--- config.mk ---
export PLATFORM = sky130hd
export DESIGN_NAME = sorted_key_set_engine_top
export DESIGN_NICKNAME = d
export VERILOG_FILES = /design/src/hdl/sks_pkg.sv /design/src/hdl/sks_store.sv /design/src/hdl/sks_ctrl.sv /design/src/hdl/sorted_key_set_engine_top.sv
export SDC_FILE = /design/constraint.sdc
export NUM_CORES = 2
export LEC_CHECK = 0
export BUFFER_PORTS_ARGS = -buffer_cell sky130_fd_sc_hd__buf_2
export CORE_ASPECT_RATIO = 1.5
export CORE_MARGIN = 1
export CORE_UTILIZATION = 40
export CTS_CLUSTER_SIZE = 10
export DETAILED_ROUTE_END_ITERATION = 10
export PLACE_DENSITY = 0.59
export RECOVER_POWER = 100
export SLEW_MARGIN = 20
export SYNTH_ARGS = -nofsm -noshare
export SYNTH_HDL_FRONTEND = slang
export SYNTH_SLANG_ARGS = --single-unit
--- constraint.sdc ---
create_clock -name i_clk -period 25.9 [get_ports i_clk]
set_clock_uncertainty 0.2 [all_clocks]
set_input_delay 6.475 -clock i_clk [delete_from_list [all_inputs] [get_ports i_clk]]
set_output_delay 6.475 -clock i_clk [all_outputs]
set_load 0.01 [all_outputs]
--- src/hdl/sks_pkg.sv ---
package sks_pkg;

    // Field widths
    localparam int KEY_W    = 32;
    localparam int CMD_W    = 2;
    localparam int STATUS_W = 2;
    localparam int KCOUNT_W = 7;

    // Request operation codes (code 3 behaves as a member query)
    localparam logic [CMD_W-1:0] CMD_MEMBER = 2'd0;
    localparam logic [CMD_W-1:0] CMD_INSERT = 2'd1;
    localparam logic [CMD_W-1:0] CMD_REMOVE = 2'd2;

    // Result status codes
    localparam logic [STATUS_W-1:0] ST_OK       = 2'd0;
    localparam logic [STATUS_W-1:0] ST_NOCHANGE = 2'd1;
    localparam logic [STATUS_W-1:0] ST_FULL     = 2'd2;

    typedef struct packed {
        logic [CMD_W-1:0]        cmd;
        logic signed [KEY_W-1:0] key;
    } t_request;

    typedef struct packed {
        logic [STATUS_W-1:0] status;
        logic [KCOUNT_W-1:0] key_count;
    } t_result;

    typedef enum logic {
        S_IDLE,
        S_SCAN
    } t_state;

    // What the scan does with each entry it reads
    typedef enum logic [1:0] {
        PH_SEARCH,
        PH_INSERT,
        PH_REMOVE
    } t_phase;

endpackage

--- src/hdl/sks_store.sv ---
module sks_store #(
    parameter int DEPTH = 64,
    parameter int AW    = 6
) (
    input  logic                           i_clk,
    input  logic                           i_we,
    input  logic [AW-1:0]                  i_waddr,
    input  logic signed [sks_pkg::KEY_W-1:0] i_wdata,
    input  logic [AW-1:0]                  i_raddr,
    output logic signed [sks_pkg::KEY_W-1:0] o_rdata
);
    import sks_pkg::*;

    logic signed [KEY_W-1:0] mem [DEPTH];

    // One write port, one registered read port
    always_ff @(posedge i_clk) begin
        if (i_we) begin
            mem[i_waddr] <= i_wdata;
        end
        o_rdata <= mem[i_raddr];
    end

endmodule

--- src/hdl/sks_ctrl.sv ---
module sks_ctrl #(
    parameter int CAPACITY = 64,
    parameter int AW       = 6,
    parameter int CW       = 7
) (
    input  logic                             i_clk,
    input  logic                             i_rst_n,
    input  logic                             i_start,
    input  sks_pkg::t_request                i_req,
    output logic                             o_busy,
    output logic                             o_done,
    output sks_pkg::t_result                 o_res,
    output logic                             o_we,
    output logic [AW-1:0]                    o_waddr,
    output logic signed [sks_pkg::KEY_W-1:0] o_wdata,
    output logic [AW-1:0]                    o_raddr,
    input  logic signed [sks_pkg::KEY_W-1:0] i_rdata
);
    import sks_pkg::*;

    t_state                  r_state, n_state;
    t_phase                  r_phase, n_phase;
    logic [CW-1:0]           r_idx, n_idx;
    logic [CW-1:0]           r_count, n_count;
    logic [CMD_W-1:0]        r_cmd, n_cmd;
    logic signed [KEY_W-1:0] r_key, n_key;
    logic signed [KEY_W-1:0] r_carry, n_carry;
    logic                    r_done, n_done;
    t_result                 r_res, n_res;

    logic                    fin;
    logic                    in_range;
    logic                    full;
    logic [CW-1:0]           idx_inc;
    logic [CW-1:0]           idx_dec;

    assign in_range = (r_idx < r_count);
    assign full     = (r_count >= CW'(CAPACITY));
    assign idx_inc  = r_idx + CW'(1);
    assign idx_dec  = r_idx - CW'(1);

    // Next state
    always_comb begin
        n_state = r_state;
        unique case (r_state)
            S_IDLE: begin
                if (i_start) begin
                    n_state = S_SCAN;
                end
            end
            S_SCAN: begin
                if (fin) begin
                    n_state = S_IDLE;
                end
            end
            default: n_state = S_IDLE;
        endcase
    end

    // Scan datapath: entry r_idx arrives from the store this cycle,
    // entry r_idx+1 is read ahead.
    always_comb begin
        n_phase = r_phase;
        n_idx   = r_idx;
        n_count = r_count;
        n_cmd   = r_cmd;
        n_key   = r_key;
        n_carry = r_carry;
        n_done  = 1'b0;
        n_res   = r_res;
        fin     = 1'b0;
        o_we    = 1'b0;
        o_waddr = r_idx[AW-1:0];
        o_wdata = r_carry;
        o_raddr = '0;
        unique case (r_state)
            S_IDLE: begin
                if (i_start) begin
                    n_cmd   = i_req.cmd;
                    n_key   = i_req.key;
                    n_idx   = '0;
                    n_phase = PH_SEARCH;
                end
            end
            S_SCAN: begin
                o_raddr = idx_inc[AW-1:0];
                n_idx   = idx_inc;
                unique case (r_phase)
                    PH_SEARCH: begin
                        if (!in_range || i_rdata > r_key) begin
                            // key absent; r_idx is its ordered position
                            if (r_cmd == CMD_INSERT) begin
                                if (full) begin
                                    fin          = 1'b1;
                                    n_res.status = ST_FULL;
                                end else if (!in_range) begin
                                    o_we         = 1'b1;
                                    o_wdata      = r_key;
                                    n_count      = r_count + CW'(1);
                                    fin          = 1'b1;
                                    n_res.status = ST_OK;
                                end else begin
                                    o_we    = 1'b1;
                                    o_wdata = r_key;
                                    n_carry = i_rdata;
                                    n_phase = PH_INSERT;
                                end
                            end else begin
                                fin          = 1'b1;
                                n_res.status = ST_NOCHANGE;
                            end
                        end else if (i_rdata == r_key) begin
                            if (r_cmd == CMD_INSERT) begin
                                fin          = 1'b1;
                                n_res.status = ST_NOCHANGE;
                            end else if (r_cmd == CMD_REMOVE) begin
                                n_phase = PH_REMOVE;
                            end else begin
                                fin          = 1'b1;
                                n_res.status = ST_OK;
                            end
                        end
                    end
                    PH_INSERT: begin
                        // ripple the displaced entry one place up
                        o_we = 1'b1;
                        if (in_range) begin
                            n_carry = i_rdata;
                        end else begin
                            n_count      = r_count + CW'(1);
                            fin          = 1'b1;
                            n_res.status = ST_OK;
                        end
                    end
                    PH_REMOVE: begin
                        // pull each later entry one place down
                        if (in_range) begin
                            o_we    = 1'b1;
                            o_waddr = idx_dec[AW-1:0];
                            o_wdata = i_rdata;
                        end else begin
                            n_count      = r_count - CW'(1);
                            fin          = 1'b1;
                            n_res.status = ST_OK;
                        end
                    end
                    default: begin
                        fin          = 1'b1;
                        n_res.status = ST_NOCHANGE;
                    end
                endcase
                if (fin) begin
                    n_done          = 1'b1;
                    n_res.key_count = KCOUNT_W'(n_count);
                end
            end
            default: ;
        endcase
    end

    // Control registers
    always_ff @(posedge i_clk) begin
        if (!i_rst_n) begin
            r_state <= S_IDLE;
            r_count <= '0;
            r_done  <= 1'b0;
        end else begin
            r_state <= n_state;
            r_count <= n_count;
            r_done  <= n_done;
        end
    end

    // Payload registers
    always_ff @(posedge i_clk) begin
        r_phase <= n_phase;
        r_idx   <= n_idx;
        r_cmd   <= n_cmd;
        r_key   <= n_key;
        r_carry <= n_carry;
        r_res   <= n_res;
    end

    assign o_busy = (r_state != S_IDLE);
    assign o_done = r_done;
    assign o_res  = r_res;

endmodule

--- src/hdl/sorted_key_set_engine_top.sv ---
// Ordered set of up to CAPACITY distinct signed 32-bit keys held in one
// single-port-write, registered-read RAM. A request (cmd, key) is taken when
// start is high and busy is low; busy then stays high until the result shows.
// Each request does one forward pass over the stored keys, one entry per
// clock: the search stops at the first key not below the request key, an
// insert then ripples later entries up one place, a remove pulls them down
// one place; busy covers the whole pass, which is paced by the RAM's single
// read per cycle. The result appears on o_res for exactly one cycle with
// o_done high and must be captured then; there is no back-pressure. busy is
// already low in that cycle, so a new request may be issued alongside it.
// Status 0 means found, inserted or removed; 1 means absent or duplicate;
// 2 means the table is full and the insert was refused. key_count is the
// count after the request, reported in 7 bits.
module sorted_key_set_engine_top #(
    parameter int CAPACITY = 64
) (
    input  logic              i_clk,
    input  logic              i_rst_n,
    input  logic              start,
    input  sks_pkg::t_request i_req,
    output logic              busy,
    output logic              o_done,
    output sks_pkg::t_result  o_res
);
    import sks_pkg::*;

    localparam int AW = $clog2(CAPACITY);
    localparam int CW = $clog2(CAPACITY + 1);

    logic                    mem_we;
    logic [AW-1:0]           mem_waddr;
    logic signed [KEY_W-1:0] mem_wdata;
    logic [AW-1:0]           mem_raddr;
    logic signed [KEY_W-1:0] mem_rdata;

    // Sequencer
    sks_ctrl #(
        .CAPACITY (CAPACITY),
        .AW       (AW),
        .CW       (CW)
    ) u_ctrl (
        .i_clk   (i_clk),
        .i_rst_n (i_rst_n),
        .i_start (start),
        .i_req   (i_req),
        .o_busy  (busy),
        .o_done  (o_done),
        .o_res   (o_res),
        .o_we    (mem_we),
        .o_waddr (mem_waddr),
        .o_wdata (mem_wdata),
        .o_raddr (mem_raddr),
        .i_rdata (mem_rdata)
    );

    // Key storage
    sks_store #(
        .DEPTH (CAPACITY),
        .AW    (AW)
    ) u_store (
        .i_clk   (i_clk),
        .i_we    (mem_we),
        .i_waddr (mem_waddr),
        .i_wdata (mem_wdata),
        .i_raddr (mem_raddr),
        .o_rdata (mem_rdata)
    );

endmodule

### Word-level counts from Yosys, hierarchy flattened

Memories as Yosys holds them, arrays and structs flattened. A register that Yosys moved wholly into a read port is not among the register bits.
Index checks and enable logic that the tools add are counted.

* multiplexer cells: 62
* add/subtract/negate cells: 4
* bitwise gates (word level): 1
* order comparisons: 3
* equal/unequal tests: 18
* reductions and logical operators: 11

Operators with widths (count)
* 32-bit two-way mux: 8
* 32-bit one-hot mux with 2 select lines: 2
* 7-bit two-way mux: 6
* 32-bit == test: 1
* 32-bit greater-than comparator: 1
* 2-bit two-way mux: 16
* 6-bit two-way mux: 4
* 7-bit one-hot mux with 3 select lines: 1
* 1-bit two-way mux: 19
* 3-bit inequality test, second input constant: 6
* 7-bit by 1-bit adder with 7-bit output, second input constant: 2
* 7-bit one-hot mux with 2 select lines: 1
* 2-bit one-hot mux with 2 select lines: 2
* 8-bit AND reduction: 1
* 7-bit greater-or-equal comparator, second input constant: 1
* 7-bit less-than comparator: 1
* 7-bit by 1-bit subtractor with 7-bit output, second input constant: 1
* 2-bit inequality test, second input constant: 3
* 2-bit AND reduction: 3
* 6-bit by 1-bit subtractor with 6-bit output, second input constant: 1
* 5-bit AND reduction: 1
* 2-bit by 1-bit == test with 1-bit output, second input constant: 2
* 2-bit == test, second input constant: 2
* 2-bit by 1-bit inequality test with 1-bit output, second input constant: 2
* 11 further kinds: 12

* memory bits (writable): 2048
* logic and storage cells: 110
* output and inout bits: 11
* memories kept: 1
* register bits: 93

Memories
* u_store.mem: words 64, bits a word 32, rd ports 1, clocked after memory_dff 1, write ports 1, RTL line sks_store.sv:14 `logic signed [KEY_W-1:0] mem [DEPTH];`

### Longest topological paths before layout

* depth after elaboration: 10
* gate-level depth with buffers: 12

### Cells and area by module

A second synthesis with hierarchy kept.

* cells, all modules: 4195
* area total of the unflattened synthesis: 85283.0 µm²

Modules (own cells, without submodules)
* sks_store: sequential area each 62139.6 µm², cells each 3572, area an instance 78886.9 µm², times used 1
* sks_ctrl: sequential area each 2702.6 µm², cells each 623, area an instance 6396.1 µm², times used 1

### Worst setup path before layout

OpenSTA, ideal clock, no wires.

* kind: input -> register
* start point: in start
* end point: reg u_ctrl.r_phase[0] (enable)
* stages on the path: 3
* buffers on the path: 0
* library setup time: 0.321 ns
* slack: 17.016 ns
* arrival: 8.363 ns
* cells stage by stage: nor2b_1 -> a21oi_1 -> a31oi_1

* longest elaborated chain between the ends: 2

Ends and longest elaborated chain
* start, declared: RTL line sorted_key_set_engine_top.sv:19 `input logic start,`
* 2-bit inequality test (no source line)
* 8-bit AND reduction (no source line)
* end signal, assigned: RTL line sks_ctrl.sv:176 `r_phase <= n_phase;`
* end, declared: RTL line sks_ctrl.sv:22 `t_phase r_phase, n_phase;`

Every way passes these cells.
A chain may end at the register's enable or synchronous reset.

### Final worst setup path

* start point: reg u_ctrl.r_idx[0]
* end point: reg u_store.o_rdata[21] (netlist name) (read register of u_store.mem)

* longest elaborated chain between the ends: 2

Ends and longest elaborated chain
* start, declared: RTL line sks_ctrl.sv:23 `logic [CW-1:0] r_idx, n_idx;`
* start signal, assigned: RTL line sks_ctrl.sv:177 `r_idx <= n_idx;`
* 7-bit by 1-bit adder with 7-bit output: RTL line sks_ctrl.sv:39 `assign idx_inc = r_idx + CW'(1);`
* 6-bit two-way mux: RTL line sks_ctrl.sv:76 `unique case (r_state)`
* end, declared: RTL line sks_store.sv:10 `output logic signed [sks_pkg::KEY_W-1:0] o_rdata`

Every way passes these cells.

==> results.sh <==
export IMPL_synth_area_mm2=0.08738
export IMPL_via_count=51680
export IMPL_synthArstFlopShare_pct=0
export IMPL_p_int_mw=6.418
export IMPL_worstSetupPathType="reg2reg"
export IMPL_run_status="complete, but fails checks"
export IMPL_ys_ff_latch=2173
export IMPL_fin_util_pct=45.05
export IMPL_antenna_found_initial=3
export IMPL_drc=12
export IMPL_start_util_pct=40.36
export IMPL_clk_transition_reported_paths_ns=0.06
export IMPL_synth_nets=5782
export IMPL_gp_congestion=0.8535
export IMPL_cp_data_arrival_time_ns=14.31
export IMPL_drt_iter0_drc=5051
export IMPL_max_freq_ghz=0.07271
export IMPL_p_leak_nw=29.71
export IMPL_grt_first_pass_wirelength_mm=347.0
export IMPL_cts_root_buf="clkbuf_16"
export IMPL_hold_viol=0
export IMPL_yosys_area_top_type_share_pct=73.27
export IMPL_drt_first_pass_iters=11
export IMPL_multiInputGateArea_mm2=0.02118
export IMPL_yosysSeqAreaShare_pct=74.21
export IMPL_synth_area_leader_cell="edfxtp_1"
export IMPL_layout_drive_gt1_share_pct=8.224
export IMPL_nFillCells=18780
export IMPL_slew_violations=4628
export IMPL_clock_sinks=2173
export IMPL_synth_area_leaders="edfxtp_1, nand2_1, a211oi_1, mux2i_1, a311oi_1"
export IMPL_track_usage_pct=21.14
export IMPL_cts_hold_buf=0
export IMPL_synthFlopType="edfxtp_1"
export IMPL_synthCells=5695
export IMPL_die_h_um=574.4
export IMPL_grt_max_degree=201
export IMPL_maxCapViolations=109
export IMPL_ir_drop_mv=0.05932
export IMPL_viasPerCell=5.967
export IMPL_synthesis_yosys_warnings=0
export IMPL_period_minus_slack_ns=13.75
export IMPL_tightest_slew_ns=5.758
export IMPL_critical_path_required_ns=26.46
export IMPL_violations="DRC, capacitance limit, slew limit"
export IMPL_dp_hpwl_mm=124.0
export IMPL_switchingPower_mw=2.651
export IMPL_die_area_mm2=0.2204
export IMPL_power_total_mw=9.069
export IMPL_die_w_um=383.6
export IMPL_insertion_delay_ns=0.89
export IMPL_coreArea_mm2=0.2165
export IMPL_pin_count=48
export IMPL_period_share_pct=53.10
export IMPL_p_per_area_mw_per_mm2=92.96
export IMPL_clock_tree_buffer_depth=4
export IMPL_synth_edf_count=2132
export IMPL_cp_start_kind="flip-flop"
export IMPL_synth_cell_types=74
export IMPL_layout_common_cells="edfxtp_1, nand2_1, a21oi_1, a211oi_1, and2_1"
export IMPL_hold_path_class="reg2reg"
export IMPL_core_rowCount=209
export IMPL_final_seq_area_mm2=0.06484
export IMPL_cts_buffers=243
export IMPL_nets=5792
export IMPL_finalSetupTns_ns=0
export IMPL_pwr_share_seq_pct=47.0
export IMPL_setup_viol=0
export IMPL_cpMostUsedCell="clkbuf_1"
export IMPL_worst_path_max_delay_cell="clkinvlp_2"
export IMPL_grt_pass1_vias=50966
export IMPL_cts_tree="done"
export IMPL_grt_busiest_layer="met2"
export IMPL_drt_total_wl_mm=237.6
export IMPL_use_met2_pct=36.61
export IMPL_post_cts_buffers=0
export IMPL_critical_path_max_stage_delay_ns=4.24
export IMPL_ctsResizeCount=0
export IMPL_syn2layout_area_growth_pct=11.64
export IMPL_io_buffer_count=47
export IMPL_met1_usage_pct=27.36
export IMPL_mostFrequentLayoutCell="edfxtp_1"
export IMPL_cts_max_level=4
export IMPL_critPathCaptureType="flip-flop"
export IMPL_slew_headroom_pct=-286.0
export IMPL_wl_per_cell_um=27.44
export IMPL_combPwrFrac_pct=19.8
export IMPL_syn_area_per_cell_um2=15.34
export IMPL_worst_path_max_fanout=101
export IMPL_p_sw_share_pct=29.23
export IMPL_grt_overflow=0
export IMPL_stdcell_area_mm2=0.09755
export IMPL_path_cells="clkbuf_1, ha_1, xor2_1, nand2_4, clkinvlp_2, buf_12, clkbuf_1, mux2i_1, a21oi_1, mux4_2, nand2_1, nand4_1"
export IMPL_use_met3_pct=2.447
export IMPL_rsz0062_at_grt="false"
export IMPL_power_frac_clock_pct=33.2
export IMPL_drtAntennaViolNets=0
export IMPL_placed_area_mm2=0.09160
[flip-flops by register name, indices dropped and copies added, names as in the netlist, 2 cells and up]
signal / cells
u_ctrl.r_cmd: 2
u_ctrl.r_key: 32
u_ctrl.r_count: 7
u_store.o_rdata: 32
u_ctrl.r_carry: 32
u_ctrl.o_res: 9
u_store.mem: 2048
u_ctrl.r_idx: 7
u_ctrl.r_phase: 2
[cell type report]
class | instances | share of cell area, %
diodes | 1 | 0.002565
clock buffers | 348 | 6.735
clock inverters | 4 | 0.05772
inverters | 59 | 0.2373
multi-input cells | 3027 | 21.71
flip-flops and latches | 2173 | 66.47
well taps | 2848 | 3.653
repair buffers | 201 | 1.134
[critical path: cells and delay by family (launching register included)]
family | cells | cell delay [ns]
xor gates and xnor gates | 1 | 0.18
adders and majority gates | 1 | 0.65
muxes | 2 | 1.14
buffers and inverters | 4 | 10.32
DFF | 1 | 0.42
and+or+nand+nor | 3 | 0.40
AOI/OAI and AO/OA | 1 | 0.11
[cell usage after synthesis, types with 7 or more instances]
cell type     n
a2111oi_0    12
a211o_1      66
a211oi_1    306
a21oi_1     283
a311oi_1    194
a31oi_1     141
and2_0        7
and2_1      251
buf_1        20
buf_2        72
clkbuf_1    343
dfxtp_1      41
edfxtp_1   2132
ha_1         50
inv_1        54
mux2_2       35
mux2i_1     195
mux4_2       64
nand2_1     812
nand2b_1      8
nand3_1      87
nand4_1      41
nor2_1       29
nor2b_1       8
nor3_1       11
o211ai_1     64
o21ai_0      16
o22ai_1      68
o32a_1       64
o32ai_1     131
xnor2_1      14
[cell families after synthesis]
group / Yosys count / share of synthesized area (%)
buffers and inverters: 495 / 2.238
multiplexers: 294 / 4.334
AND/OR/NAND/NOR: 1273 / 6.594
flip-flops: 2173 / 74.21
AO/OA/AOI/OAI: 1393 / 11.73
adder cells (fa/ha/maj): 50 / 0.7160
XOR/XNOR: 17 / 0.1790
[through the flow]
stage,hold slack [ns],setup WS [ns],cells
2_1_floorplan,0.3013,17.02,5695
3_3_place_gp,0.3387,17.75,8307
3_5_place_dp,0.3365,17.68,8308
4_1_cts,0.3424,17.14,8660
5_1_grt,0.3946,11.37,8661
6_report,0.3570,12.15,8661
[path summary, 6_finish.rpt]
| path | from | to | slack, ns | cells past startpoint |
|---|---|---|---|---|
| worst min-delay path | u_ctrl.r_count[4] | u_ctrl.r_count[4] | 0.36 | 2 |
| worst max-delay path | u_ctrl.r_idx[0] | u_store.o_rdata[21] | 12.15 | 12 |
| worst min register to register | u_ctrl.r_count[4] | u_ctrl.r_count[4] | 0.36 | 2 |
| worst max register to register | u_ctrl.r_idx[0] | u_store.o_rdata[21] | 12.15 | 12 |
[routing by layer]
layer  part of all wire (%)  wire length, um
met5                      0                0
met4                    3.3             7759
met3                    6.3            14990
met2                     51           120500
met1                     40            94370
[power groups by stage]
stage / clock network, mW / logic, mW / registers (mW)
floorplan: 0 / 1.15 / 4.28
detailed placement: 0 / 1.80 / 4.30
finish: 3.01 / 1.80 / 4.27
global route: 3.18 / 1.94 / 4.27
global placement: 0 / 1.76 / 4.30
CTS: 3.05 / 1.80 / 4.23
Power figures use the tool's default switching activity.
